==> config.mk <==
export PLATFORM = sky130hd
export DESIGN_NAME = mrope_sel
export DESIGN_NICKNAME = d
export VERILOG_FILES = /design/src/design/mrope_pkg.sv /design/src/design/mrope_sel.sv
export SDC_FILE = /design/constraint.sdc
export NUM_CORES = 1
export LEC_CHECK = 0
export BUFFER_PORTS_ARGS = -buffer_cell sky130_fd_sc_hd__buf_2
export CORE_ASPECT_RATIO = 0.8
export CORE_UTILIZATION = 23
export DETAILED_ROUTE_END_ITERATION = 6
export REMOVE_ABC_BUFFERS = 1
export SYNTH_ARGS = -nofsm -noshare
export SYNTH_HDL_FRONTEND = slang
export SYNTH_SLANG_ARGS = --single-unit
==> constraint.sdc <==
create_clock -name vclk -period 11.4
set_input_delay 1.14 -clock vclk [all_inputs]
set_output_delay 1.14 -clock vclk [all_outputs]
set_load 0.05 [all_outputs]
==> src/design/mrope_pkg.sv <==
// ----------------------------------------------------------------------------
// mrope_pkg
// Shared types, constants and register codes of the multi-axis rotary unit.
// ----------------------------------------------------------------------------
package mrope_pkg;

	// table geometry (both powers of two: the address is {row, pair})
	localparam int MAX_POSITIONS = 1024;
	localparam int MAX_PAIRS     = 64;
	localparam int POS_W         = 10;
	localparam int PAIR_W        = 6;
	localparam int ADDR_W        = POS_W + PAIR_W;
	localparam int TABLE_DEPTH   = MAX_POSITIONS * MAX_PAIRS;

	// payload widths
	localparam int DATA_W  = 16;
	localparam int ENTRY_W = 2 * DATA_W;
	localparam int CNT_W   = 7;
	localparam int LIM_W   = 11;
	localparam int CSUM_W  = CNT_W + 1;

	// arithmetic: Q4.11 x Q1.14 -> Q5.25, round half up back to Q4.11
	localparam int PROD_W     = 2 * DATA_W;
	localparam int ACC_W      = PROD_W + 2;
	localparam int FRAC_SHIFT = 14;
	localparam logic signed [ACC_W-1:0] ROUND_BIAS = ACC_W'(2 ** (FRAC_SHIFT - 1));
	localparam logic signed [ACC_W-1:0] SAT_MAX    = ACC_W'((2 ** (DATA_W - 1)) - 1);
	localparam logic signed [ACC_W-1:0] SAT_MIN    = -SAT_MAX - 1;

	// apb register file
	localparam int APB_ADDR_W = 5;
	localparam int APB_DATA_W = 32;
	localparam int REG_IDX_W  = 3;
	localparam logic [LIM_W-1:0] LIMIT_RESET = 11'd1024;

	typedef enum logic {
		OP_ROTATE = 1'b0,
		OP_LOAD   = 1'b1
	} op_t;

	typedef enum logic [1:0] {
		AXIS_TIME   = 2'd0,
		AXIS_HEIGHT = 2'd1,
		AXIS_WIDTH  = 2'd2,
		AXIS_NONE   = 2'd3
	} axis_t;

	typedef enum logic [REG_IDX_W-1:0] {
		REG_PAIRS_TIME   = 3'd0,
		REG_PAIRS_HEIGHT = 3'd1,
		REG_PAIRS_WIDTH  = 3'd2,
		REG_LIMIT_TIME   = 3'd3,
		REG_LIMIT_HEIGHT = 3'd4,
		REG_LIMIT_WIDTH  = 3'd5
	} reg_idx_t;

	typedef struct packed {
		logic [CNT_W-1:0] pairs_time;
		logic [CNT_W-1:0] pairs_height;
		logic [CNT_W-1:0] pairs_width;
		logic [LIM_W-1:0] limit_time;
		logic [LIM_W-1:0] limit_height;
		logic [LIM_W-1:0] limit_width;
	} cfg_regs_t;

	// axis decision for one rotate transaction
	typedef struct packed {
		axis_t             axis;
		logic              err;
		logic              bypass;
		logic [ADDR_W-1:0] addr;
	} sel_t;

	// sideband that travels with a table read
	typedef struct packed {
		logic signed [DATA_W-1:0] x_even;
		logic signed [DATA_W-1:0] x_odd;
		axis_t                    axis;
		logic                     err;
		logic                     bypass;
	} issue_t;

endpackage

==> src/design/mrope_sel.sv <==
// ----------------------------------------------------------------------------
// mrope_sel
// Picks the axis of a pair, checks its position and forms the table address.
// ----------------------------------------------------------------------------
module mrope_sel (
	input  mrope_pkg::cfg_regs_t             cfg,
	input  logic [mrope_pkg::PAIR_W-1:0]     pair_index,
	input  logic [mrope_pkg::POS_W-1:0]      pos_time,
	input  logic [mrope_pkg::POS_W-1:0]      pos_height,
	input  logic [mrope_pkg::POS_W-1:0]      pos_width,
	output mrope_pkg::sel_t                  sel
);

	logic [mrope_pkg::CSUM_W-1:0] end_time;
	logic [mrope_pkg::CSUM_W-1:0] end_height;
	logic [mrope_pkg::CSUM_W-1:0] end_width;
	logic [mrope_pkg::CSUM_W-1:0] pair_ext;
	logic [mrope_pkg::POS_W-1:0]  pos;
	logic [mrope_pkg::LIM_W-1:0]  limit;
	mrope_pkg::axis_t             axis;
	logic                         err;

	// sub-range ends, each one past the last pair of its axis
	assign end_time   = mrope_pkg::CSUM_W'(cfg.pairs_time);
	assign end_height = end_time + mrope_pkg::CSUM_W'(cfg.pairs_height);
	assign end_width  = end_height + mrope_pkg::CSUM_W'(cfg.pairs_width);
	assign pair_ext   = mrope_pkg::CSUM_W'(pair_index);

	always_comb begin
		priority if (32'(pair_index) >= mrope_pkg::MAX_PAIRS) axis = mrope_pkg::AXIS_NONE;
		else if (pair_ext < end_time)                          axis = mrope_pkg::AXIS_TIME;
		else if (pair_ext < end_height)                        axis = mrope_pkg::AXIS_HEIGHT;
		else if (pair_ext < end_width)                         axis = mrope_pkg::AXIS_WIDTH;
		else                                                   axis = mrope_pkg::AXIS_NONE;
	end

	always_comb begin
		unique case (axis)
			mrope_pkg::AXIS_TIME: begin
				pos   = pos_time;
				limit = cfg.limit_time;
			end
			mrope_pkg::AXIS_HEIGHT: begin
				pos   = pos_height;
				limit = cfg.limit_height;
			end
			default: begin
				pos   = pos_width;
				limit = cfg.limit_width;
			end
		endcase
	end

	assign err = (axis != mrope_pkg::AXIS_NONE) &&
		((mrope_pkg::LIM_W'(pos) >= limit) || (32'(pos) >= mrope_pkg::MAX_POSITIONS));

	assign sel.axis   = axis;
	assign sel.err    = err;
	assign sel.bypass = (axis == mrope_pkg::AXIS_NONE) || err;
	assign sel.addr   = {pos, pair_index};

endmodule

# == After elaboration in Yosys (flattened, before gate mapping) ==
# Index checks and enable logic that the tools add are counted.
# totals
register_bits,0
latchBits,0
mem_bits_rw,0
rom_bits,0
input_bits,90
out_inout_bits,20
wordCells,17
n_memories,0
# op_classes
n_addsub,2
n_mul,0
n_div,0
order_cmp,4
n_eq_ne,3
shift,0
n_mux,5
bitwise,0
reduce_logical,3
# op_table
cell,count
11-bit one-hot mux with 2 select lines,1
10-bit one-hot mux with 2 select lines,1
6-bit by 8-bit less-than comparator with 1-bit output,2
10-bit by 11-bit greater-or-equal comparator with 1-bit output,1
7-bit by 7-bit adder with 8-bit output,1
8-bit by 7-bit adder with 8-bit output,1
6-bit by 7-bit less-than comparator with 1-bit output,1
2-bit two-way mux,2
"2-bit by 1-bit == test with 1-bit output, second input constant",1
"2-bit == test, second input constant",1
2-bit logical NOT,1
"2-bit inequality test, second input constant",1
1-bit logical AND,1
1-bit logical OR,1
1-bit two-way mux,1

# == Logic depth before layout (Yosys ltp) ==
# logic_depth
ltp_word,11
ltp_mapped,21
mapped_depth_nobuf,20

# == Worst setup path after synthesis ==
# No wires, ideal clock.
# synth_path
path_type,in2out
startpoint,in cfg[40] (netlist bit)
endpoint,out sel[16] (netlist bit)
arrival_time_ns,6.502
required_ns,10.260
slack_ns,3.758
stages,21
n_path_buf,1
cell_sequence,ha_1 fa_1 a21o_1 a21oi_1 xnor2_1 inv_1 ha_1 nand3_1 nand2_1 a41o_1 nand3b_4 buf_12 mux2i_1 o21ai_0 ha_1 o21ai_0 o21ai_0 a21oi_1 a211oi_1 a41oi_1 o32ai_1
# synth_lines
element,line_no,source
from (decl),mrope_sel.sv:6,"input mrope_pkg::cfg_regs_t cfg,"
to (decl),mrope_sel.sv:11,output mrope_pkg::sel_t sel

==> flow_summary.ini <==
[outcome]
status = finished, final reports clean

[timing]
setup_viol = 0
hold_viol = 0
fmax_mhz = 145.6
fin_crit_ns = 6.869
slew_headroom = 0.7262
drv_slew = 0
rsz0062_at_grt = no
finalCritPeriodShare = 0.6026
tightest_slew_ns = 0.4003
tns_ns = 0

[routing]
route.met3.wl_um = 198
ant_nets = 0
vias = 1933
drc = 0
wl_met1_um = 2536
wirelength_um = 5112
viasPerCell = 4.506
post_drt_wl_per_cell_um = 11.92
met2WireLength_um = 2376
first_pass_iters = 4
drt_iter0_markers = 58
dr.max_layer_used = met3

[logic_synthesis]
synthCells = 225
yosysUniqueCellTypes = 42
ys_seq_area_frac = 0
yosysWarningCount = 0
syn_area_um2 = 1782
synth_top_cell_area_share = 0.2739
synth.area.top_cells = ha_1 (27%), mux2i_1 (11%), mux2_2 (5.7%), o21ai_0 (5.1%), inv_1 (4.2%)
yosysTopAreaCell = ha_1
syn_area_per_cell_um2 = 7.919

[grt]
grt_overflow = 0
grt_max_degree = 37
grt_pass1_wl_um = 8004
grt_usage = 0.1192
first_global_vias = 1809
antenna_found_initial = 0

[power]
clkPwrFrac = 0
vdd_drop_max_mv = 0.02397
power_frac_seq = 0
switching_share = 0.5826
p_int_uw = 81.54
comb_power_share = 1.000
p_leak_uw = 0.001361
powerDensity_nw_per_um2 = 82.22
switching_power_uw = 113.8

[clocking]
cts_hold_buffers = 0
cts_resized = 0
postCtsSetupBuffers = 0

[critical_path]
crit_required_ns = 10.26
critPathKind = input port to output port
start_kind = input port
crit_path_max_fanout = 25
crit_arrival_ns = 5.73
critPathCaptureType = output port

[placement]
place_congestion = 0.7352
port_buffers = 110
placed_cell_area_um2 = 2376
hpwlAfterDp_um = 4476

[finish]
nClkBuffers = 0
num_antenna_cells = 0
fin_area_um2 = 2376
seq_cell_count = 0
regArea_um2 = 0
layout-drive-gt1-share = 0.3889
areaGrowthSynthToFinish_pct = 33.36
fin_nets = 457
nFillCells = 820

[die]
start_util = 0.2388
die_y_um = 80.72
dieArea_um2 = 8105
core_area_um2 = 7462
die_w_um = 100.4
ioPinCount = 110
rows = 28

[run]
maxCapViolations = 0

[min_path]
worstHoldPathType = input port to output port
## Yosys cell counts (3+ instances only)
master and instances:
ha_1 39, nor2_1 11, a211oi_1 6, xnor2_1 6, buf_4 7, o21ai_0 18
o21ai_1 8, nand2_1 19, o21a_1 3, inv_1 20, nor2b_1 3, mux2i_1 20
a21oi_1 13, mux2_2 9, a21o_1 5, xor2_1 4
## power groups by stage
stage	logic, uW	clock network (uW)	registers [uW]
2_1_floorplan	140	0	0
3_3_place_gp	192	0	0
3_5_place_dp	196	0	0
4_1_cts	197	0	0
5_1_grt	219	0	0
6_report	195	0	0
## worst max-delay path, cell delays in order
cell and delay, ns:
buf_2 0.12, ha_1 0.31, a211oi_1 0.36, o21bai_1 0.13
a21oi_1 0.19, xnor2_1 0.18, inv_1 0.08, ha_1 0.31
a21oi_1 0.14, nand2_1 0.06, a41o_1 0.23, nand3b_4 0.35
mux2_2 0.38, mux2i_1 0.13, ha_1 0.25, a2111oi_0 0.44
o21ai_0 0.15, a21oi_1 0.20, a211oi_1 0.09, a41oi_1 0.18
o32ai_1 0.09, buf_2 0.23
## logic make-up (layout without fill, tap and decap cells)
kind of cell,count (synthesis),in the layout,synth area share
buf+inv,32,131,0.09550
compound gates,70,70,0.2697
fa+ha+maj,41,41,0.2964
simple gates,43,43,0.1201
xor+xnor,10,10,0.04916
mux,29,29,0.1692
## final timing paths
kind / startpoint / endpoint / slack, ns / cells after the start
max: cfg[41] / sel[16] / 4.53 / 22
min: pair_index[0] / sel[0] / 2.61 / 2
## area by class of cell
| cell class | instances | area [um2] | area share |
|---|---|---|---|
| Multi-Input combinational cell | 193 | 1612 | 0.6783 |
| Timing Repair Buffer | 111 | 558.0 | 0.2349 |
| Inverter | 20 | 75.07 | 0.03160 |
| Tap cell | 105 | 131.4 | 0.05529 |
## cell usage in the layout, fill, tap and decap left out, drive strengths merged, types with 2 or more instances in the layout
master / count
a21oi: 13
nand2b: 2
a41oi: 3
nand2: 19
inv: 20
buf: 111
nor3b: 2
o21a: 3
ha: 39
fa: 2
nor2b: 3
a31oi: 2
o211ai: 2
nand3: 2
mux2: 9
a211oi: 6
mux2i: 20
a21o: 5
xor2: 4
nor2: 11
xnor2: 6
o21ai: 26
## per-layer routing
layer	global-route usage	vias up
met4	0	0
met2	0.2151	45
met5	0	-
met1	0.1659	862
li1	-	1026
met3	0.006092	0
## metrics by stage
stage	hold WS, ns	utilization	cells	total power (uW)	worst slack, ns
final	2.607	0.3184	429	195.4	4.531
after global routing	2.617	0.3184	429	218.9	4.031
after CTS	2.608	0.3184	429	196.8	4.519
after detailed placement	2.607	0.3184	429	195.6	4.552
after global placement	2.604	0.3184	429	192.4	4.804
after floorplan	2.280	-	213	140.4	3.689
Power figures use the tool's default switching activity.
