### src/design/mrope_pkg.sv
// ----------------------------------------------------------------------------
// mrope_pkg
// Shared types, constants and register codes of the multi-axis rotary unit.
// ----------------------------------------------------------------------------
package mrope_pkg;

	// table geometry (both powers of two: the address is {row, pair})
	localparam int MAX_POSITIONS = 1024;
	localparam int MAX_PAIRS     = 64;
	localparam int POS_W         = 10;
	localparam int PAIR_W        = 6;
	localparam int ADDR_W        = POS_W + PAIR_W;
	localparam int TABLE_DEPTH   = MAX_POSITIONS * MAX_PAIRS;

	// payload widths
	localparam int DATA_W  = 16;
	localparam int ENTRY_W = 2 * DATA_W;
	localparam int CNT_W   = 7;
	localparam int LIM_W   = 11;
	localparam int CSUM_W  = CNT_W + 1;

	// arithmetic: Q4.11 x Q1.14 -> Q5.25, round half up back to Q4.11
	localparam int PROD_W     = 2 * DATA_W;
	localparam int ACC_W      = PROD_W + 2;
	localparam int FRAC_SHIFT = 14;
	localparam logic signed [ACC_W-1:0] ROUND_BIAS = ACC_W'(2 ** (FRAC_SHIFT - 1));
	localparam logic signed [ACC_W-1:0] SAT_MAX    = ACC_W'((2 ** (DATA_W - 1)) - 1);
	localparam logic signed [ACC_W-1:0] SAT_MIN    = -SAT_MAX - 1;

	// apb register file
	localparam int APB_ADDR_W = 5;
	localparam int APB_DATA_W = 32;
	localparam int REG_IDX_W  = 3;
	localparam logic [LIM_W-1:0] LIMIT_RESET = 11'd1024;

	typedef enum logic {
		OP_ROTATE = 1'b0,
		OP_LOAD   = 1'b1
	} op_t;

	typedef enum logic [1:0] {
		AXIS_TIME   = 2'd0,
		AXIS_HEIGHT = 2'd1,
		AXIS_WIDTH  = 2'd2,
		AXIS_NONE   = 2'd3
	} axis_t;

	typedef enum logic [REG_IDX_W-1:0] {
		REG_PAIRS_TIME   = 3'd0,
		REG_PAIRS_HEIGHT = 3'd1,
		REG_PAIRS_WIDTH  = 3'd2,
		REG_LIMIT_TIME   = 3'd3,
		REG_LIMIT_HEIGHT = 3'd4,
		REG_LIMIT_WIDTH  = 3'd5
	} reg_idx_t;

	typedef struct packed {
		logic [CNT_W-1:0] pairs_time;
		logic [CNT_W-1:0] pairs_height;
		logic [CNT_W-1:0] pairs_width;
		logic [LIM_W-1:0] limit_time;
		logic [LIM_W-1:0] limit_height;
		logic [LIM_W-1:0] limit_width;
	} cfg_regs_t;

	// axis decision for one rotate transaction
	typedef struct packed {
		axis_t             axis;
		logic              err;
		logic              bypass;
		logic [ADDR_W-1:0] addr;
	} sel_t;

	// sideband that travels with a table read
	typedef struct packed {
		logic signed [DATA_W-1:0] x_even;
		logic signed [DATA_W-1:0] x_odd;
		axis_t                    axis;
		logic                     err;
		logic                     bypass;
	} issue_t;

endpackage

### src/design/mrope_dp.sv
// ----------------------------------------------------------------------------
// mrope_dp
// Rotation pipeline: table data, products, round/saturate or bypass to output.
// ----------------------------------------------------------------------------
module mrope_dp (
	input  logic                                clk,
	input  logic                                arst_n,
	input  logic                                issue,
	input  mrope_pkg::issue_t                   issue_info,
	input  logic [mrope_pkg::ENTRY_W-1:0]       entry,
	input  logic                                out_ready,
	output logic                                accept_ok,
	output logic                                out_valid,
	output logic signed [mrope_pkg::DATA_W-1:0] y_even,
	output logic signed [mrope_pkg::DATA_W-1:0] y_odd,
	output mrope_pkg::axis_t                    axis_used,
	output logic                                range_error,
	output logic                                saturated
);

	logic                                v_s1, v_s2, out_valid_q;
	logic                                out_en, adv_s2;
	mrope_pkg::issue_t                   info_s1, info_s2;
	logic signed [mrope_pkg::DATA_W-1:0] cos_s1, sin_s1;
	logic signed [mrope_pkg::PROD_W-1:0] p_ec_s2, p_os_s2, p_es_s2, p_oc_s2;
	logic signed [mrope_pkg::ACC_W-1:0]  acc_e, acc_o;
	logic [mrope_pkg::DATA_W:0]          res_e, res_o;

	function automatic logic [mrope_pkg::DATA_W:0] round_clip(
		input logic signed [mrope_pkg::ACC_W-1:0] acc
	);
		logic signed [mrope_pkg::ACC_W-1:0] q;
		q = (acc + mrope_pkg::ROUND_BIAS) >>> mrope_pkg::FRAC_SHIFT;
		priority if (q > mrope_pkg::SAT_MAX)
			return {1'b1, mrope_pkg::SAT_MAX[mrope_pkg::DATA_W-1:0]};
		else if (q < mrope_pkg::SAT_MIN)
			return {1'b1, mrope_pkg::SAT_MIN[mrope_pkg::DATA_W-1:0]};
		else
			return {1'b0, q[mrope_pkg::DATA_W-1:0]};
	endfunction

	// stall chain
	assign out_en    = !out_valid_q || out_ready;
	assign adv_s2    = !v_s2 || out_en;
	assign accept_ok = !v_s1 || adv_s2;

	assign cos_s1 = entry[mrope_pkg::DATA_W-1:0];
	assign sin_s1 = entry[mrope_pkg::ENTRY_W-1:mrope_pkg::DATA_W];

	always_ff @(posedge clk or negedge arst_n) begin
		if (!arst_n) begin
			v_s1        <= 1'b0;
			v_s2        <= 1'b0;
			out_valid_q <= 1'b0;
		end else begin
			if (accept_ok) begin
				v_s1 <= issue;
			end
			if (adv_s2) begin
				v_s2 <= v_s1;
			end
			if (out_en) begin
				out_valid_q <= v_s2;
			end
		end
	end

	always_ff @(posedge clk) begin
		if (issue) begin
			info_s1 <= issue_info;
		end
		if (adv_s2 && v_s1) begin
			info_s2 <= info_s1;
			p_ec_s2 <= mrope_pkg::PROD_W'(info_s1.x_even) * mrope_pkg::PROD_W'(cos_s1);
			p_os_s2 <= mrope_pkg::PROD_W'(info_s1.x_odd) * mrope_pkg::PROD_W'(sin_s1);
			p_es_s2 <= mrope_pkg::PROD_W'(info_s1.x_even) * mrope_pkg::PROD_W'(sin_s1);
			p_oc_s2 <= mrope_pkg::PROD_W'(info_s1.x_odd) * mrope_pkg::PROD_W'(cos_s1);
		end
	end

	assign acc_e = mrope_pkg::ACC_W'(p_ec_s2) - mrope_pkg::ACC_W'(p_os_s2);
	assign acc_o = mrope_pkg::ACC_W'(p_es_s2) + mrope_pkg::ACC_W'(p_oc_s2);
	assign res_e = round_clip(acc_e);
	assign res_o = round_clip(acc_o);

	always_ff @(posedge clk) begin
		if (out_en && v_s2) begin
			axis_used   <= info_s2.axis;
			range_error <= info_s2.err;
			if (info_s2.bypass) begin
				y_even    <= info_s2.x_even;
				y_odd     <= info_s2.x_odd;
				saturated <= 1'b0;
			end else begin
				y_even    <= res_e[mrope_pkg::DATA_W-1:0];
				y_odd     <= res_o[mrope_pkg::DATA_W-1:0];
				saturated <= res_e[mrope_pkg::DATA_W] || res_o[mrope_pkg::DATA_W];
			end
		end
	end

	assign out_valid = out_valid_q;

endmodule

### config.mk
export PLATFORM = sky130hd
export DESIGN_NAME = mrope_dp
export DESIGN_NICKNAME = d
export VERILOG_FILES = /design/src/design/mrope_pkg.sv /design/src/design/mrope_dp.sv
export SDC_FILE = /design/constraint.sdc
export NUM_CORES = 2
export LEC_CHECK = 0
export BUFFER_PORTS_ARGS = -buffer_cell sky130_fd_sc_hd__buf_2
export CORE_MARGIN = 2
export CORE_UTILIZATION = 60
export DETAILED_ROUTE_END_ITERATION = 8
export PLACE_DENSITY = 0.8
export SETUP_SLACK_MARGIN = 0.15
export SLEW_MARGIN = 20
export SYNTH_ARGS = -nofsm -noshare
export SYNTH_HDL_FRONTEND = slang
export SYNTH_SLANG_ARGS = --single-unit
### constraint.sdc
create_clock -name clk -period 6.1 [get_ports clk]
set_input_delay 0.305 -clock clk [delete_from_list [all_inputs] [get_ports clk]]
set_output_delay 0.305 -clock clk [all_outputs]
set_load 0.02 [all_outputs]
Yosys cells after proc, flatten, opt, wreduce, memory -nomap -nowiden
Index checks and enable logic that the tools add are counted.
Word-level totals
  bits in registers: 239
  input bits: 72
Operators by class
  add/subtract/negate cells: 4
  $lt $le $gt $ge: 4
  reductions and logical operators: 9
  multiplexer cells: 6
  multipliers: 4
Operators by type and width (count)
  16-bit by 16-bit multiplier with 32-bit output: 4
  33-bit by 15-bit adder with 34-bit output (second input constant): 2
  17-bit 2-to-1 mux: 4
  20-bit by 16-bit greater-than comparator with 1-bit output (second input constant): 2
  20-bit by 16-bit less-than comparator with 1-bit output (second input constant): 2
  32-bit by 32-bit adder with 33-bit output: 1
  32-bit by 32-bit subtractor with 33-bit output: 1
  16-bit 2-to-1 mux: 2
  1-bit logical OR: 4
  1-bit zero test: 3
  1-bit logical AND: 2

Longest topological paths before layout
  word-level depth: 6
  mapped depth: 27
  mapped depth without buffers: 25

Worst setup path after synthesis
Ideal clock, no wire load.
  path kind: register -> register
  start: reg info_s1[35] (netlist bit)
  end: reg p_ec_s2[31] (netlist bit) (data pin)
  setup time: 260 ps
  path slack: -417 ps
  stages on the path, launching flop included: 24
  period minus slack after synthesis: 6517 ps
  data required time: 5840 ps
  arrival: 6257 ps
  cell sequence: edfxtp_1 clkbuf_1 nand2_1 inv_1 fa_1 fa_1 fa_1 fa_1 fa_1 inv_1 fa_1 inv_1 ha_1 and4_1 and2_1 nand4_1 o21ai_1 a31oi_1 a311oi_1 a41o_1 or4_1 a31o_1 a21oi_1 xnor2_1
Between the ends
  cells in the longest elaborated chain, start to end: 1
RTL lines
  start: declaration: line mrope_dp.sv:23  | mrope_pkg::issue_t info_s1, info_s2;
  start signal: assignment: line mrope_dp.sv:70  | info_s1 <= issue_info;
  16-bit by 16-bit multiplier with 32-bit output: line mrope_dp.sv:74  | p_ec_s2 <= mrope_pkg::PROD_W'(info_s1.x_even) * mrope_pkg::PROD_W'(cos_s1);
  end signal: assignment: line mrope_dp.sv:74
  end: declaration: line mrope_dp.sv:25  | logic signed [mrope_pkg::PROD_W-1:0] p_ec_s2, p_os_s2, p_es_s2, p_oc_s2;
No other way between the ends.
A chain may end at the register's enable or synchronous reset.

Final worst setup path
  start: reg info_s1[8] (netlist bit)
  end: reg p_os_s2[30] (netlist bit) (data pin)
Between the ends
  cells in the longest elaborated chain, start to end: 1
RTL lines
  16-bit by 16-bit multiplier with 32-bit output: line mrope_dp.sv:75  | p_os_s2 <= mrope_pkg::PROD_W'(info_s1.x_odd) * mrope_pkg::PROD_W'(sin_s1);
  end signal: assignment: line mrope_dp.sv:75
  end: declaration: line mrope_dp.sv:25
No other way between the ends.

==> flow_summary.yaml <==
status:
  status: "finished with violations"
  violations: "negative hold slack, negative setup slack"
finish:
  regArea_mm2: 0.00716
  nFillCells: 5154
  area_delta_synth_final_pct: 19.7
  layout_common_cells: "inv_1, fa_1, nand2_1, buf_4, and2_1"
  mostFrequentLayoutCell: "inv_1"
  multi_input_area_mm2: 0.0392
  drive_gt1_share_pct: 19.4
  nets: 7194
place:
  dp_hpwl_um: 109000
  portBuffers: 109
  gp_congestion: 0.961
clock_network:
  cts_max_level: 1
  ctsRootBufferMaster: "clkbuf_16"
  numCtsBuffers: 30
  path_clk_slew_ns: 0.07
  clock_latency_ns: 0.66
  cts_sinks: 239
  tritoncts: "done"
  cts_max_path_buffers: 3
sta:
  drv_slew: 0
  fin_skew_ns: 0.0443
  tightest_slew_ns: 1.10
  period_needed_ns: 6.81
  fin_crit_sh_pct: 112
  rsz0062_at_grt: "yes"
  finalSetupViolCount: 46
  slew_headroom_pct: 26.9
  finalHoldViolCount: 3
  worst_slack_ns: -0.714
  hold_ws_ns: -0.00900
  fmax_mhz: 147
synthesis:
  synth_xor_area_share_pct: 3.11
  postSynthCellCount: 5040
  ys_types: 86
  avgSynthCellArea_um2: 9.93
  synthMuxAreaShare_pct: 0.0850
  seq_area_frac_synth_pct: 14.3
  synth_top_family_by_area: "adder cells"
  synthAdderAreaFrac_pct: 53.2
  syn_nets: 6612
  synth-edff-count: 236
  synth_area_mm2: 0.0501
  synth_ff_type: "edfxtp_1"
  synth-async-reset-ratio_pct: 1.26
  yosysWarnings: 0
  ys_ff_latch: 239
  synth-simple-area-share_pct: 13.0
  synth_compound_area_share_pct: 5.82
drt:
  post_drt_wl_per_cell_um: 22.6
  num_vias: 38900
  drt.antenna.violating_nets: 0
  post_drt_via_cell_ratio: 5.79
  drtIter0Drc: 3625
  routed_wl_um: 152000
  drc: 0
  first_pass_iters: 8
setup_path:
  cp_slowest_cell: "fa_1"
  max_stage_delay_ns: 0.74
  startpoint_type: "flip-flop"
  cp_top_family: "adder cells"
  worstPathArrival_ns: 7.20
  path_cells: "buf_12 > buf_4 > and2_1 > fa_1 > fa_1 > fa_1 > fa_1 > fa_1 > inv_1 > fa_1 > inv_1 > ha_1 > or3_1 > a311o_2 > nand2_4 > o21ai_4 > o221ai_4 > o2111ai_2 > a21oi_2 > xnor2_2"
  cp.depth: 20
  critPathMaxFanout: 18
  rr_worst_depth: 20
  crit_required_ns: 6.48
  timing.critical_path.mode_cell: "fa_1"
  cp-end-kind: "flip-flop"
  crit_buf_inv: 4
  path_class: "flip-flop to flip-flop"
grt:
  grt_pass1_vias: 42600
  grt_max_degree: 160
  grt_pass1_wl_um: 227000
  gr-total-overflow: 0
  antenna_found_initial: 13
  grt_usage_pct: 34.3
die:
  fp.dieW_um: 293
  die_area_mm2: 0.0858
  rows: 105
  ioPinCount: 110
  start_util_pct: 60.8
  die_h_um: 293
  core_area_mm2: 0.0824
min_path:
  holdCritPathClass: "input port to async pin"
run:
  max-cap-violations: 0
state kept, by name, summed over array words and instances, names as in the netlist, 2 cells and up:
name and count:
info_s1 36, info_s2 36, p_ec_s2 32, p_es_s2 32, p_oc_s2 32, p_os_s2 32
y_even 16, y_odd 16, axis_used 2
cell usage after synthesis (4+ instances only):
master | count | share of area [%]
o31ai_1 | 4 | 0.060
xor2_1 | 43 | 0.75
a211oi_1 | 21 | 0.31
nand2b_1 | 39 | 0.49
a21boi_0 | 4 | 0.060
o22a_1 | 15 | 0.26
a21o_1 | 68 | 1.0
nor2b_1 | 12 | 0.15
clkbuf_1 | 200 | 1.5
and3_1 | 12 | 0.15
o21ai_1 | 11 | 0.11
nor3_1 | 26 | 0.26
nor2_1 | 115 | 0.86
nand4_1 | 13 | 0.16
o21ai_0 | 54 | 0.54
and4_1 | 7 | 0.12
nand3_1 | 20 | 0.20
or3_1 | 5 | 0.062
a21oi_1 | 139 | 1.4
nand2_1 | 515 | 3.9
a211o_1 | 5 | 0.087
a41oi_1 | 4 | 0.070
o21bai_1 | 18 | 0.27
xnor2_1 | 135 | 2.4
and2_1 | 504 | 6.3
nand4b_1 | 4 | 0.070
ha_1 | 452 | 11
inv_1 | 1194 | 9.0
a31oi_1 | 9 | 0.11
fa_1 | 1048 | 42
edfxtp_1 | 236 | 14
o2111ai_1 | 5 | 0.087
a41o_1 | 5 | 0.10
o21a_1 | 18 | 0.27
metrics by stage:
step | instances | setup slack (ns) | instance area (um2) | util [%] | setup TNS (ns)
finish | 6722 | -0.714 | 59900 | 72.7 | -15.67
floorplan | 5040 | -0.127 | 50300 | - | -0.218
CTS | 6688 | -0.468 | 58900 | 71.6 | -6.60
detailed placement | 6526 | -0.777 | 55800 | 67.8 | -13.45
global route | 6717 | -0.777 | 59900 | 72.7 | -21.03
global placement | 6526 | -0.721 | 55800 | 67.8 | -10.17
final timing paths:
| check | from | to | slack [ns] |
|---|---|---|---|
| max | info_s1[8]$_DFFE_PP_ | p_os_s2[30]$_DFFE_PP_ | -0.71 |
| min | arst_n | v_s2$_DFFE_PN0P_ | -0.009 |
| max reg2reg | info_s1[8]$_DFFE_PP_ | p_os_s2[30]$_DFFE_PP_ | -0.71 |
| min reg2reg | info_s1[1]$_DFFE_PP_ | info_s2[1]$_DFFE_PP_ | 0.42 |
| max in group asynchronous | arst_n | out_valid$_DFFE_PN0P_ | 6.00 |
| min in group clk | issue_info[32] | info_s1[32]$_DFFE_PP_ | 0.05 |
layout make-up:
cell class,count,share of cell area [%]
Timing Repair Buffer,755,11.2
Sequential cell,239,12.0
Clock buffer,34,1.28
Antenna cell,6,0.0251
Tap cell,1070,2.23
Multi-Input combinational cell,3401,65.4
Inverter,1195,7.49
Clock inverter,22,0.420
routing by layer:
layer	vias to the layer above	GRT usage, %	wire length [um]
met5	-	0	121
met4	16	21.5	12900
met3	817	6.83	15800
met2	2269	57.3	71200
met1	19400	41.0	51600
li1	16400	-	-
what timing repair did:
action	CTS	global route
gates resized for setup	235	177
gates cloned	4	2
buffers inserted	66	26
hold buffers	36	0
setup endpoints to repair	51	64
hold endpoints to repair	38	0
pin swaps	126	161
cells by family after synthesis:
| family | Yosys count |
|---|---|
| simple gates | 1286 |
| compound gates | 433 |
| xor+xnor | 178 |
| mux | 4 |
| fa+ha+maj | 1500 |
| buf+inv | 1400 |
| flops | 239 |
Power is left out: the tool's default activity adds up to more than one toggle a clock period on the data nets, which glitch-free logic cannot reach.
