## config.mk

```make
export PLATFORM = sky130hd
export DESIGN_NAME = mrope_cfg
export DESIGN_NICKNAME = d
export VERILOG_FILES = /design/src/design/mrope_pkg.sv /design/src/design/mrope_cfg.sv
export SDC_FILE = /design/constraint.sdc
export NUM_CORES = 1
export LEC_CHECK = 0
export BUFFER_PORTS_ARGS = -buffer_cell sky130_fd_sc_hd__buf_2
export CORE_MARGIN = 1
export CORE_UTILIZATION = 24
export CTS_CLUSTER_SIZE = 10
export DETAILED_ROUTE_END_ITERATION = 10
export PLACE_DENSITY = 0.53
export SYNTH_ARGS = -nofsm -noshare
export SYNTH_HDL_FRONTEND = slang
export SYNTH_SLANG_ARGS = --single-unit
```

## constraint.sdc

```tcl
create_clock -name clk -period 1.9 [get_ports clk]
set_clock_uncertainty 0.15 [all_clocks]
set_input_delay 0.19 -clock clk [delete_from_list [all_inputs] [get_ports clk]]
set_output_delay 0.19 -clock clk [all_outputs]
set_load 0.03 [all_outputs]
```

## src/design/mrope_pkg.sv

```systemverilog
// ----------------------------------------------------------------------------
// mrope_pkg
// Shared types, constants and register codes of the multi-axis rotary unit.
// ----------------------------------------------------------------------------
package mrope_pkg;

	// table geometry (both powers of two: the address is {row, pair})
	localparam int MAX_POSITIONS = 1024;
	localparam int MAX_PAIRS     = 64;
	localparam int POS_W         = 10;
	localparam int PAIR_W        = 6;
	localparam int ADDR_W        = POS_W + PAIR_W;
	localparam int TABLE_DEPTH   = MAX_POSITIONS * MAX_PAIRS;

	// payload widths
	localparam int DATA_W  = 16;
	localparam int ENTRY_W = 2 * DATA_W;
	localparam int CNT_W   = 7;
	localparam int LIM_W   = 11;
	localparam int CSUM_W  = CNT_W + 1;

	// arithmetic: Q4.11 x Q1.14 -> Q5.25, round half up back to Q4.11
	localparam int PROD_W     = 2 * DATA_W;
	localparam int ACC_W      = PROD_W + 2;
	localparam int FRAC_SHIFT = 14;
	localparam logic signed [ACC_W-1:0] ROUND_BIAS = ACC_W'(2 ** (FRAC_SHIFT - 1));
	localparam logic signed [ACC_W-1:0] SAT_MAX    = ACC_W'((2 ** (DATA_W - 1)) - 1);
	localparam logic signed [ACC_W-1:0] SAT_MIN    = -SAT_MAX - 1;

	// apb register file
	localparam int APB_ADDR_W = 5;
	localparam int APB_DATA_W = 32;
	localparam int REG_IDX_W  = 3;
	localparam logic [LIM_W-1:0] LIMIT_RESET = 11'd1024;

	typedef enum logic {
		OP_ROTATE = 1'b0,
		OP_LOAD   = 1'b1
	} op_t;

	typedef enum logic [1:0] {
		AXIS_TIME   = 2'd0,
		AXIS_HEIGHT = 2'd1,
		AXIS_WIDTH  = 2'd2,
		AXIS_NONE   = 2'd3
	} axis_t;

	typedef enum logic [REG_IDX_W-1:0] {
		REG_PAIRS_TIME   = 3'd0,
		REG_PAIRS_HEIGHT = 3'd1,
		REG_PAIRS_WIDTH  = 3'd2,
		REG_LIMIT_TIME   = 3'd3,
		REG_LIMIT_HEIGHT = 3'd4,
		REG_LIMIT_WIDTH  = 3'd5
	} reg_idx_t;

	typedef struct packed {
		logic [CNT_W-1:0] pairs_time;
		logic [CNT_W-1:0] pairs_height;
		logic [CNT_W-1:0] pairs_width;
		logic [LIM_W-1:0] limit_time;
		logic [LIM_W-1:0] limit_height;
		logic [LIM_W-1:0] limit_width;
	} cfg_regs_t;

	// axis decision for one rotate transaction
	typedef struct packed {
		axis_t             axis;
		logic              err;
		logic              bypass;
		logic [ADDR_W-1:0] addr;
	} sel_t;

	// sideband that travels with a table read
	typedef struct packed {
		logic signed [DATA_W-1:0] x_even;
		logic signed [DATA_W-1:0] x_odd;
		axis_t                    axis;
		logic                     err;
		logic                     bypass;
	} issue_t;

endpackage

```

## src/design/mrope_cfg.sv

```systemverilog
// ----------------------------------------------------------------------------
// mrope_cfg
// APB register file holding the pair counts and position limits.
// ----------------------------------------------------------------------------
module mrope_cfg (
	input  logic                                clk,
	input  logic                                arst_n,
	input  logic                                psel,
	input  logic                                penable,
	input  logic                                pwrite,
	input  logic [mrope_pkg::APB_ADDR_W-1:0]    paddr,
	input  logic [mrope_pkg::APB_DATA_W-1:0]    pwdata,
	output logic [mrope_pkg::APB_DATA_W-1:0]    prdata,
	output logic                                pready,
	output mrope_pkg::cfg_regs_t                cfg
);

	mrope_pkg::cfg_regs_t cfg_q;
	mrope_pkg::reg_idx_t  idx;
	logic                 wr_en;

	assign pready = 1'b1;
	assign idx    = mrope_pkg::reg_idx_t'(paddr[mrope_pkg::APB_ADDR_W-1:2]);
	assign wr_en  = psel && penable && pwrite && pready;
	assign cfg    = cfg_q;

	always_ff @(posedge clk or negedge arst_n) begin
		if (!arst_n) begin
			cfg_q.pairs_time   <= '0;
			cfg_q.pairs_height <= '0;
			cfg_q.pairs_width  <= '0;
			cfg_q.limit_time   <= mrope_pkg::LIMIT_RESET;
			cfg_q.limit_height <= mrope_pkg::LIMIT_RESET;
			cfg_q.limit_width  <= mrope_pkg::LIMIT_RESET;
		end else if (wr_en) begin
			unique case (idx)
				mrope_pkg::REG_PAIRS_TIME:   cfg_q.pairs_time   <= pwdata[mrope_pkg::CNT_W-1:0];
				mrope_pkg::REG_PAIRS_HEIGHT: cfg_q.pairs_height <= pwdata[mrope_pkg::CNT_W-1:0];
				mrope_pkg::REG_PAIRS_WIDTH:  cfg_q.pairs_width  <= pwdata[mrope_pkg::CNT_W-1:0];
				mrope_pkg::REG_LIMIT_TIME:   cfg_q.limit_time   <= pwdata[mrope_pkg::LIM_W-1:0];
				mrope_pkg::REG_LIMIT_HEIGHT: cfg_q.limit_height <= pwdata[mrope_pkg::LIM_W-1:0];
				mrope_pkg::REG_LIMIT_WIDTH:  cfg_q.limit_width  <= pwdata[mrope_pkg::LIM_W-1:0];
				default: ;
			endcase
		end
	end

	always_comb begin
		unique case (idx)
			mrope_pkg::REG_PAIRS_TIME:   prdata = 32'(cfg_q.pairs_time);
			mrope_pkg::REG_PAIRS_HEIGHT: prdata = 32'(cfg_q.pairs_height);
			mrope_pkg::REG_PAIRS_WIDTH:  prdata = 32'(cfg_q.pairs_width);
			mrope_pkg::REG_LIMIT_TIME:   prdata = 32'(cfg_q.limit_time);
			mrope_pkg::REG_LIMIT_HEIGHT: prdata = 32'(cfg_q.limit_height);
			mrope_pkg::REG_LIMIT_WIDTH:  prdata = 32'(cfg_q.limit_width);
			default:                     prdata = '0;
		endcase
	end

endmodule

```

# Word-level counts from Yosys, hierarchy flattened

Cells that the tools add are included.

Muxes and demuxes: 1
Reductions and logical operators: 9
Eq/ne operators: 5

Operators by type and width:

| operator             | number |
|---|---|
| $pmux W11 S6         | 1 |
| $reduce_and A2 Y1    | 6 |
| $eq A3 B2 Y1 const B | 2 |
| $eq A3 B3 Y1 const B | 2 |
| $eq A3 B1 Y1 const B | 1 |
| $logic_not A3 Y1     | 1 |
| $logic_and A1 B1 Y1  | 2 |

Bits of input ports: 42
Register bits: 54
Output and inout port bits: 87
Logic and storage cells: 21

# Longest topological paths before layout

Gate-level depths: netlist of the first run.

Depth after elaboration: 3
Mapped depth: 6
Gate-level depth less buffers: 3

# Worst setup path before layout of the first run

No wires, ideal clock.

Kind: reg-to-output
From: register cfg_q (netlist bit cfg[24])
To: output port prdata[2] in the netlist's numbering
Slack: 0.240 ns
Stages on the path, launching flop included: 4
Arrival time: 1.320 ns
Cell sequence: dfrtp_1 > mux2_2 > nand2_1 > a31oi_1

Word-level cells in the longest chain between the ends: 1

RTL lines:

| what               | line            | RTL |
|---|---|---|
| start: declaration | mrope_cfg.sv:18 | `mrope_pkg::cfg_regs_t cfg_q;` |
| $pmux W11 S6       | mrope_cfg.sv:49 | `unique case (idx)` |
| end: declaration   | mrope_cfg.sv:13 | `output logic [mrope_pkg::APB_DATA_W-1:0] prdata,` |

Every way passes these cells.

# Final worst setup path of the first run

From: register cfg_q (netlist bit cfg[12])
To: output port prdata[1] in the netlist's numbering

The elaborated chain is that of the path after synthesis.

==> metrics.csv, run 1 <==
metric;value;unit
CTS tree;built;
CTS buffer count;5;
largest family of logic cells by synthesized area;multiplexers;
status;completed;
Port Buf Inserts;83;
multi-input logic area;1200;sq um
Detail Route Antenna Nets;0;
Routed WL;7450;um
Worst EP arrival;1490;ps
ys flop type;dfrtp_1;
Clk Latency, worst-skew pair;290;ps
clock buffer depth;2;
pwr/cell area;1110;nW/um^2
number of synthesized flops with an enable pin;0;
FFs w/ async S/R, synth;100;%
Core Box Area;10900;sq um
period utilization;96.4;%
worst path required time;1560;ps
wire length per cell;16.7;um
post-DR vias/cell;4.36;
Post-Synth Adder-Cell Area;0;%
via count;1950;
root buffer cell;clkbuf_16;
Sequential Area;1360;sq um
Post-Syn Instances;201;
Tot GR Track Use;13.2;%
RSZ-0062 raised after global routing;no;
Synth area leader;dfrtp_1;
Setup TNS;0;ps
row count;38;
Layout Utilization;32.4;%
CP max-delay cell;dfrtp_1;
Residual DRC;0;
cell with the most instances after synthesis;mux2_2;
Starting Density;25.0;%
hold crit path type;primary input to register;
Hold Violations, Final;0;
DRT iter0 DRCs;70;
xor-xnor portion of the synthesized cell area;0;%
register area share after synthesis;49.7;%
post-synthesis mux area share;30.7;%
max-cap violations;0;
DP Wirelength;5700;um
gpl congestion;0.710;
fin. max-slew vios;0;
# Post-CTS Setup Buffers;0;
share of cells above drive strength 1;61.4;%
top cells by area, synth;dfrtp_1 47%, mux2_2 26%, buf_4 7.7%;
endpoints failing setup;0;
CP Launch Type;register;
CP max FO;3;
CTS sink cnt;54;
top-area cell type share of the netlist area;46.8;%
Boundary Pins;129;
Final min period;1830;ps
largest net degree at the start of global routing;23;
total global routing overflow;0;
final net count;347;
initial antenna violation count;0;
Worst setup EP type;primary output;
simple-gate share of the synthesized area;5.91;%
die area;11800;sq um
DIE HEIGHT;109;um
Max VDD drop;0.000359;V
CTS H-tree depth;2;
syn avg cell area;13.6;sq um
vias in the first global route;1979;
DIE WIDTH;109;um
Fill cells;1115;
clock transition at the registers of the reported paths;70;ps
Yosys reg bits;54;
synth warn;0;
Fmax achieved;0.546;GHz
global-route wire length before repair;11400;um
CP Cell Sequence;mux2_2 -> a32oi_1 -> o221ai_1 -> buf_2;
Area Overhead vs Synth;30.0;%
TritonRoute pass-1 iters;4;
Synth Area in Compound Gates;4.40;%
Setup Crit Path Kind;register to primary output;
synth cell count leaders;62 x mux2_2, 51 x dfrtp_1, 28 x buf_4;
max reg flops;54;
library cells used by synthesis;24;
Lkg Pwr;1.80;nW
Max stage delay on crit path;400;ps
Cell Area, Synth;2730;sq um
## cell families after synthesis
kind of cell    after synthesis
mux                          76
flops                        54
buf+inv                      33
simple gates                 22
compound gates               14
other cells                   2
## cell type report
cell class	count	area share (%)
sequential	54	38.2
multi-input combinational	134	33.9
timing repair buffer	109	18.1
tap	140	4.94
clock buffer	5	3.53
clock inverter	3	1.23
inverter	1	0.106
antenna	1	0.0705
## cell usage in the layout, fill, tap and decap left out
master | netlist | routed
buf_2 | 2 | 83
mux2_2 | 62 | 62
dfrtp_1 | 51 | 51
conb_1 | 2 | 22
buf_4 | 28 | 22
mux2i_1 | 14 | 14
nand2_1 | 8 | 8
o221ai_1 | 6 | 6
clkbuf_16 | 0 | 5
o2bb2ai_1 | 4 | 4
nor2_2 | 3 | 3
dfstp_2 | 3 | 3
nand2b_1 | 2 | 2
nor2_1 | 2 | 2
a32oi_1 | 2 | 2
nor3_4 | 2 | 2
dlygate4sd3_1 | 0 | 2
buf_12 | 0 | 2
diode_2 | 0 | 1
nor2b_1 | 1 | 1
inv_1 | 1 | 1
and3_1 | 1 | 1
a221oi_1 | 1 | 1
a31oi_1 | 1 | 1
nand4b_4 | 1 | 1
nor2_4 | 1 | 1
nand4_2 | 1 | 1
inv_6 | 0 | 1
clkinv_2 | 0 | 1
bufinv_16 | 0 | 1
## per-layer routing
layer	GRT usage [%]	routed length, um	vias up
met5	0	0	-
met4	3.38	64	0
met3	3.89	524	6
met2	20.8	3450	75
met1	17.7	3420	983
li1	-	-	886
## per-stage QoR
| step | instance area, sq um | std cells | hold slack, ps | total power [mW] | worst slack (ps) |
|---|---|---|---|---|---|
| floorplan | 2800 | 221 | -256 | 2.52 | 240 |
| detailed placement | 3360 | 436 | 32.8 | 2.93 | 79.8 |
| global route | 3550 | 446 | 6.63 | 4.14 | 7.81 |
| CTS | 3550 | 446 | 0.604 | 4.01 | 52.7 |
| finish | 3550 | 447 | 10.4 | 3.95 | 68.8 |
| global placement | 3360 | 436 | 36.2 | 2.91 | 65.0 |
## repair_timing
item / in CTS / in global routing
setup endpoints to repair: 0 / 0
hold buffers: 2 / 0
resized for setup: 0 / 0
endpoints found under the hold margin: 19 / 0
## path summary, 6_finish.rpt
path | from | endpoint | slack, ps | depth (start not counted)
max | cfg[12] | prdata[1] | 70 | 4
min | pwdata[8] | cfg[19] | 10 | 2
max reg2reg | cfg[40] | cfg[40] | 950 | 1
min reg2reg | cfg[17] | cfg[17] | 380 | 1
max in group asynchronous | arst_n | cfg[2] | 720 | 3
min in group asynchronous | arst_n | cfg[18] | 260 | 2
## report_power, final
group | internal (mW) | switching [mW] | leakage, nW
sequential | 1.38 | 0.171 | 0.683
clock | 0.625 | 0.432 | 0.0842
combinational | 0.456 | 0.881 | 1.03
total | 2.47 | 1.48 | 1.80
## critical path: cells and delay by family, from the launching register on
| family | cells | cell delay [ps] |
|---|---|---|
| DFF | 1 | 400 |
| muxes | 1 | 270 |
| AOI/OAI and AO/OA | 2 | 310 |
| buffers and inverters | 1 | 210 |
Note: power is estimated with default switching activity, not from simulation.
==> run 2, diff against run 1 <==
--- a/config.mk
+++ b/config.mk
@@ -10,6 +10,7 @@
 export CORE_UTILIZATION = 24
 export CTS_CLUSTER_SIZE = 10
 export DETAILED_ROUTE_END_ITERATION = 10
+export GPL_ROUTABILITY_DRIVEN = 0
 export PLACE_DENSITY = 0.53
 export SYNTH_ARGS = -nofsm -noshare
 export SYNTH_HDL_FRONTEND = slang
==> constraint.sdc (replaced) <==
create_clock -name clk -period 2.05 [get_ports clk]
set_clock_uncertainty 0.15 [all_clocks]
set_input_delay 0.205 -clock clk [delete_from_list [all_inputs] [get_ports clk]]
set_output_delay 0.205 -clock clk [all_outputs]
set_load 0.03 [all_outputs]
==> run 2 against run 1 <==
Final area decreased by 1.2%. Flip-flop and latch count unchanged. Count of clock-buffer cells in the layout unchanged. Sequential power decreased by 8%. Routed wire length about the same. Hold slack improved by 6.0 ps. Global-route usage decreased by 0.18 points. Die area unchanged. Power decreased by 9.7%. Critical path depth increased by 1. First-iteration DRC count decreased by 30%. Critical endpoint unchanged. Largest power group unchanged. Highest routed layer unchanged.
==> metrics.csv, run 2 (synthesis gave the netlist of run 1 again) <==
metric;value;unit;change
DRT iter0 DRCs;49;;-30%
DIE WIDTH;109;um;unchanged
Max stage delay on crit path;300;ps;-100 ps
most frequent cells in the layout;83 x buf_2, 62 x mux2_2, 51 x dfrtp_1;;
Routed WL;7460;um;about the same
clock buffer depth;2;;unchanged
DIE HEIGHT;109;um;unchanged
Clk Latency, worst-skew pair;290;ps;about the same
CTS buffer count;5;;unchanged
period utilization;89.5;%;
global-route wire length before repair;11200;um;-1.9%
CP Cell Sequence;buf_2 -> nand2b_1 -> buf_4 -> o221ai_1 -> buf_2;;
DP Wirelength;5640;um;-1.1%
most common cell after layout, fill and taps aside;buf_2;;
family with the most delay on the worst path;buffers and inverters;;
max-cap violations;0;;unchanged
CTS tree;built;;
Residual DRC;0;;unchanged
row count;38;;unchanged
RSZ-0062 raised after global routing;no;;
largest net degree at the start of global routing;28;;+22%
die area;11800;sq um;unchanged
Lkg Pwr;1.77;nW;-1.4%
CP max FO;10;;+7
worst r2r src;cfg[45];;
hold wc startpoint;pwdata[8];;
status;completed;;
hold endpoint;cfg[19];;
wire length per cell;16.8;um;+0.73%
reg2reg end;cfg[45];;
Boundary Pins;129;;unchanged
Setup Crit Path Kind;primary input to primary output;;
endpoints failing setup;0;;unchanged
clock transition at the registers of the reported paths;80;ps;about the same
fin. max-slew vios;0;;unchanged
Worst EP arrival;1480;ps;about the same
total global routing overflow;0;;unchanged
Core Box Area;10900;sq um;unchanged
Hold Violations, Final;0;;unchanged
post-DR vias/cell;4.34;;-0.46%
CTS H-tree depth;2;;unchanged
CP max-delay cell;nand2b_1;;
Layout Utilization;32.1;%;-0.39 points
Worst R2R Path Depth;1;;unchanged
Setup TNS;0;ps;unchanged
TritonRoute pass-1 iters;4;;unchanged
CP dominant cell by count;buf_2;;
initial antenna violation count;1;;+1
Final min period;1830;ps;
via count;1928;;-1.1%
Starting Density;25.0;%;unchanged
Area Overhead vs Synth;28.5;%;
worst hold path stage count;2;;unchanged
CP Launch Type;primary input;;
CP bufs+invs;3;;+2
vias in the first global route;1837;;-7.2%
Detail Route Antenna Nets;0;;unchanged
Tot GR Track Use;13.0;%;-0.18 points
Worst setup EP type;primary output;;
root buffer cell;clkbuf_16;;
CTS sink cnt;54;;unchanged
Port Buf Inserts;83;;unchanged
worst path required time;1690;ps;+130 ps
r2r setup slk;1110;ps;+160 ps
pwr/cell area;1020;nW/um^2;-8.6%
max reg flops;54;;unchanged
# Post-CTS Setup Buffers;0;;unchanged
hold crit path type;primary input to register;;
share of cells above drive strength 1;61.4;%;about the same
Fmax achieved;0.545;GHz;
Max VDD drop;0.000395;V;+10%
final net count;344;;-0.86%
run 2: cell types whose count changed in the layout (fill, tap and decap cells not counted):
cell	before	now
buf_4	22	20
inv_6	1	3
clkinv_2	1	0
bufinv_16	1	0
dlygate4sd3_1	2	1
run 2: layout make-up:
cell class / count / area (sq um)
inverter: 1 / 3.75
sequential: 54 / 1360
fill: 1130 / 7430
clock buffer: 5 / 125
clock inverter: 3 / 26.3
multi-input combinational: 134 / 1200
timing repair buffer: 106 / 616
antenna: 1 / 2.50
tap: 140 / 175
run 2: per-layer routing:
metal | track usage [%] | wire length (um) | vias up
li1 | - | - | 884
met1 | 17.9 | 3470 | 970
met2 | 21.0 | 3540 | 68
met3 | 3.05 | 397 | 6
met4 | 2.32 | 52 | 0
met5 | 0 | 0 | -
run 2: report_power, final:
part	internal (mW)	switching (mW)
registers	1.28	0.158
clock network	0.468	0.422
logic	0.422	0.815
total	2.17	1.40
run 2: metrics by stage:
stage | total power, mW | cell area [sq um] | hold slack, ps | worst slack [ps] | instances
floorplan | 2.33 | 2800 | -241 | 375 | 221
global placement | 2.70 | 3340 | -22.2 | 125 | 434
detailed placement | 2.72 | 3340 | -16.7 | 104 | 434
CTS | 3.62 | 3500 | 6.24 | 202 | 443
global route | 3.75 | 3500 | 17.9 | 92.6 | 443
finish | 3.57 | 3510 | 16.3 | 215 | 444
run 2: what timing repair did:
item | CTS | global route
gates resized for setup | 0 | 0
endpoints found under the hold margin | 37 | 0
hold buffers | 1 | 0
run 2: worst max-delay path by stage:
| stage | slack, ps | cells after the start | to | from |
|---|---|---|---|---|
| 3_5_place_dp | 100 | 5 | cfg[30] | paddr[3] |
| 5_1_grt | 90 | 5 | prdata[1] | paddr[3] |
| 2_1_floorplan | 370 | 3 | prdata[2] | cfg[24] |
| 3_3_place_gp | 130 | 5 | cfg[29] | paddr[3] |
| 6_report | 220 | 5 | prdata[1] | paddr[3] |
| 4_1_cts | 200 | 5 | prdata[1] | paddr[3] |
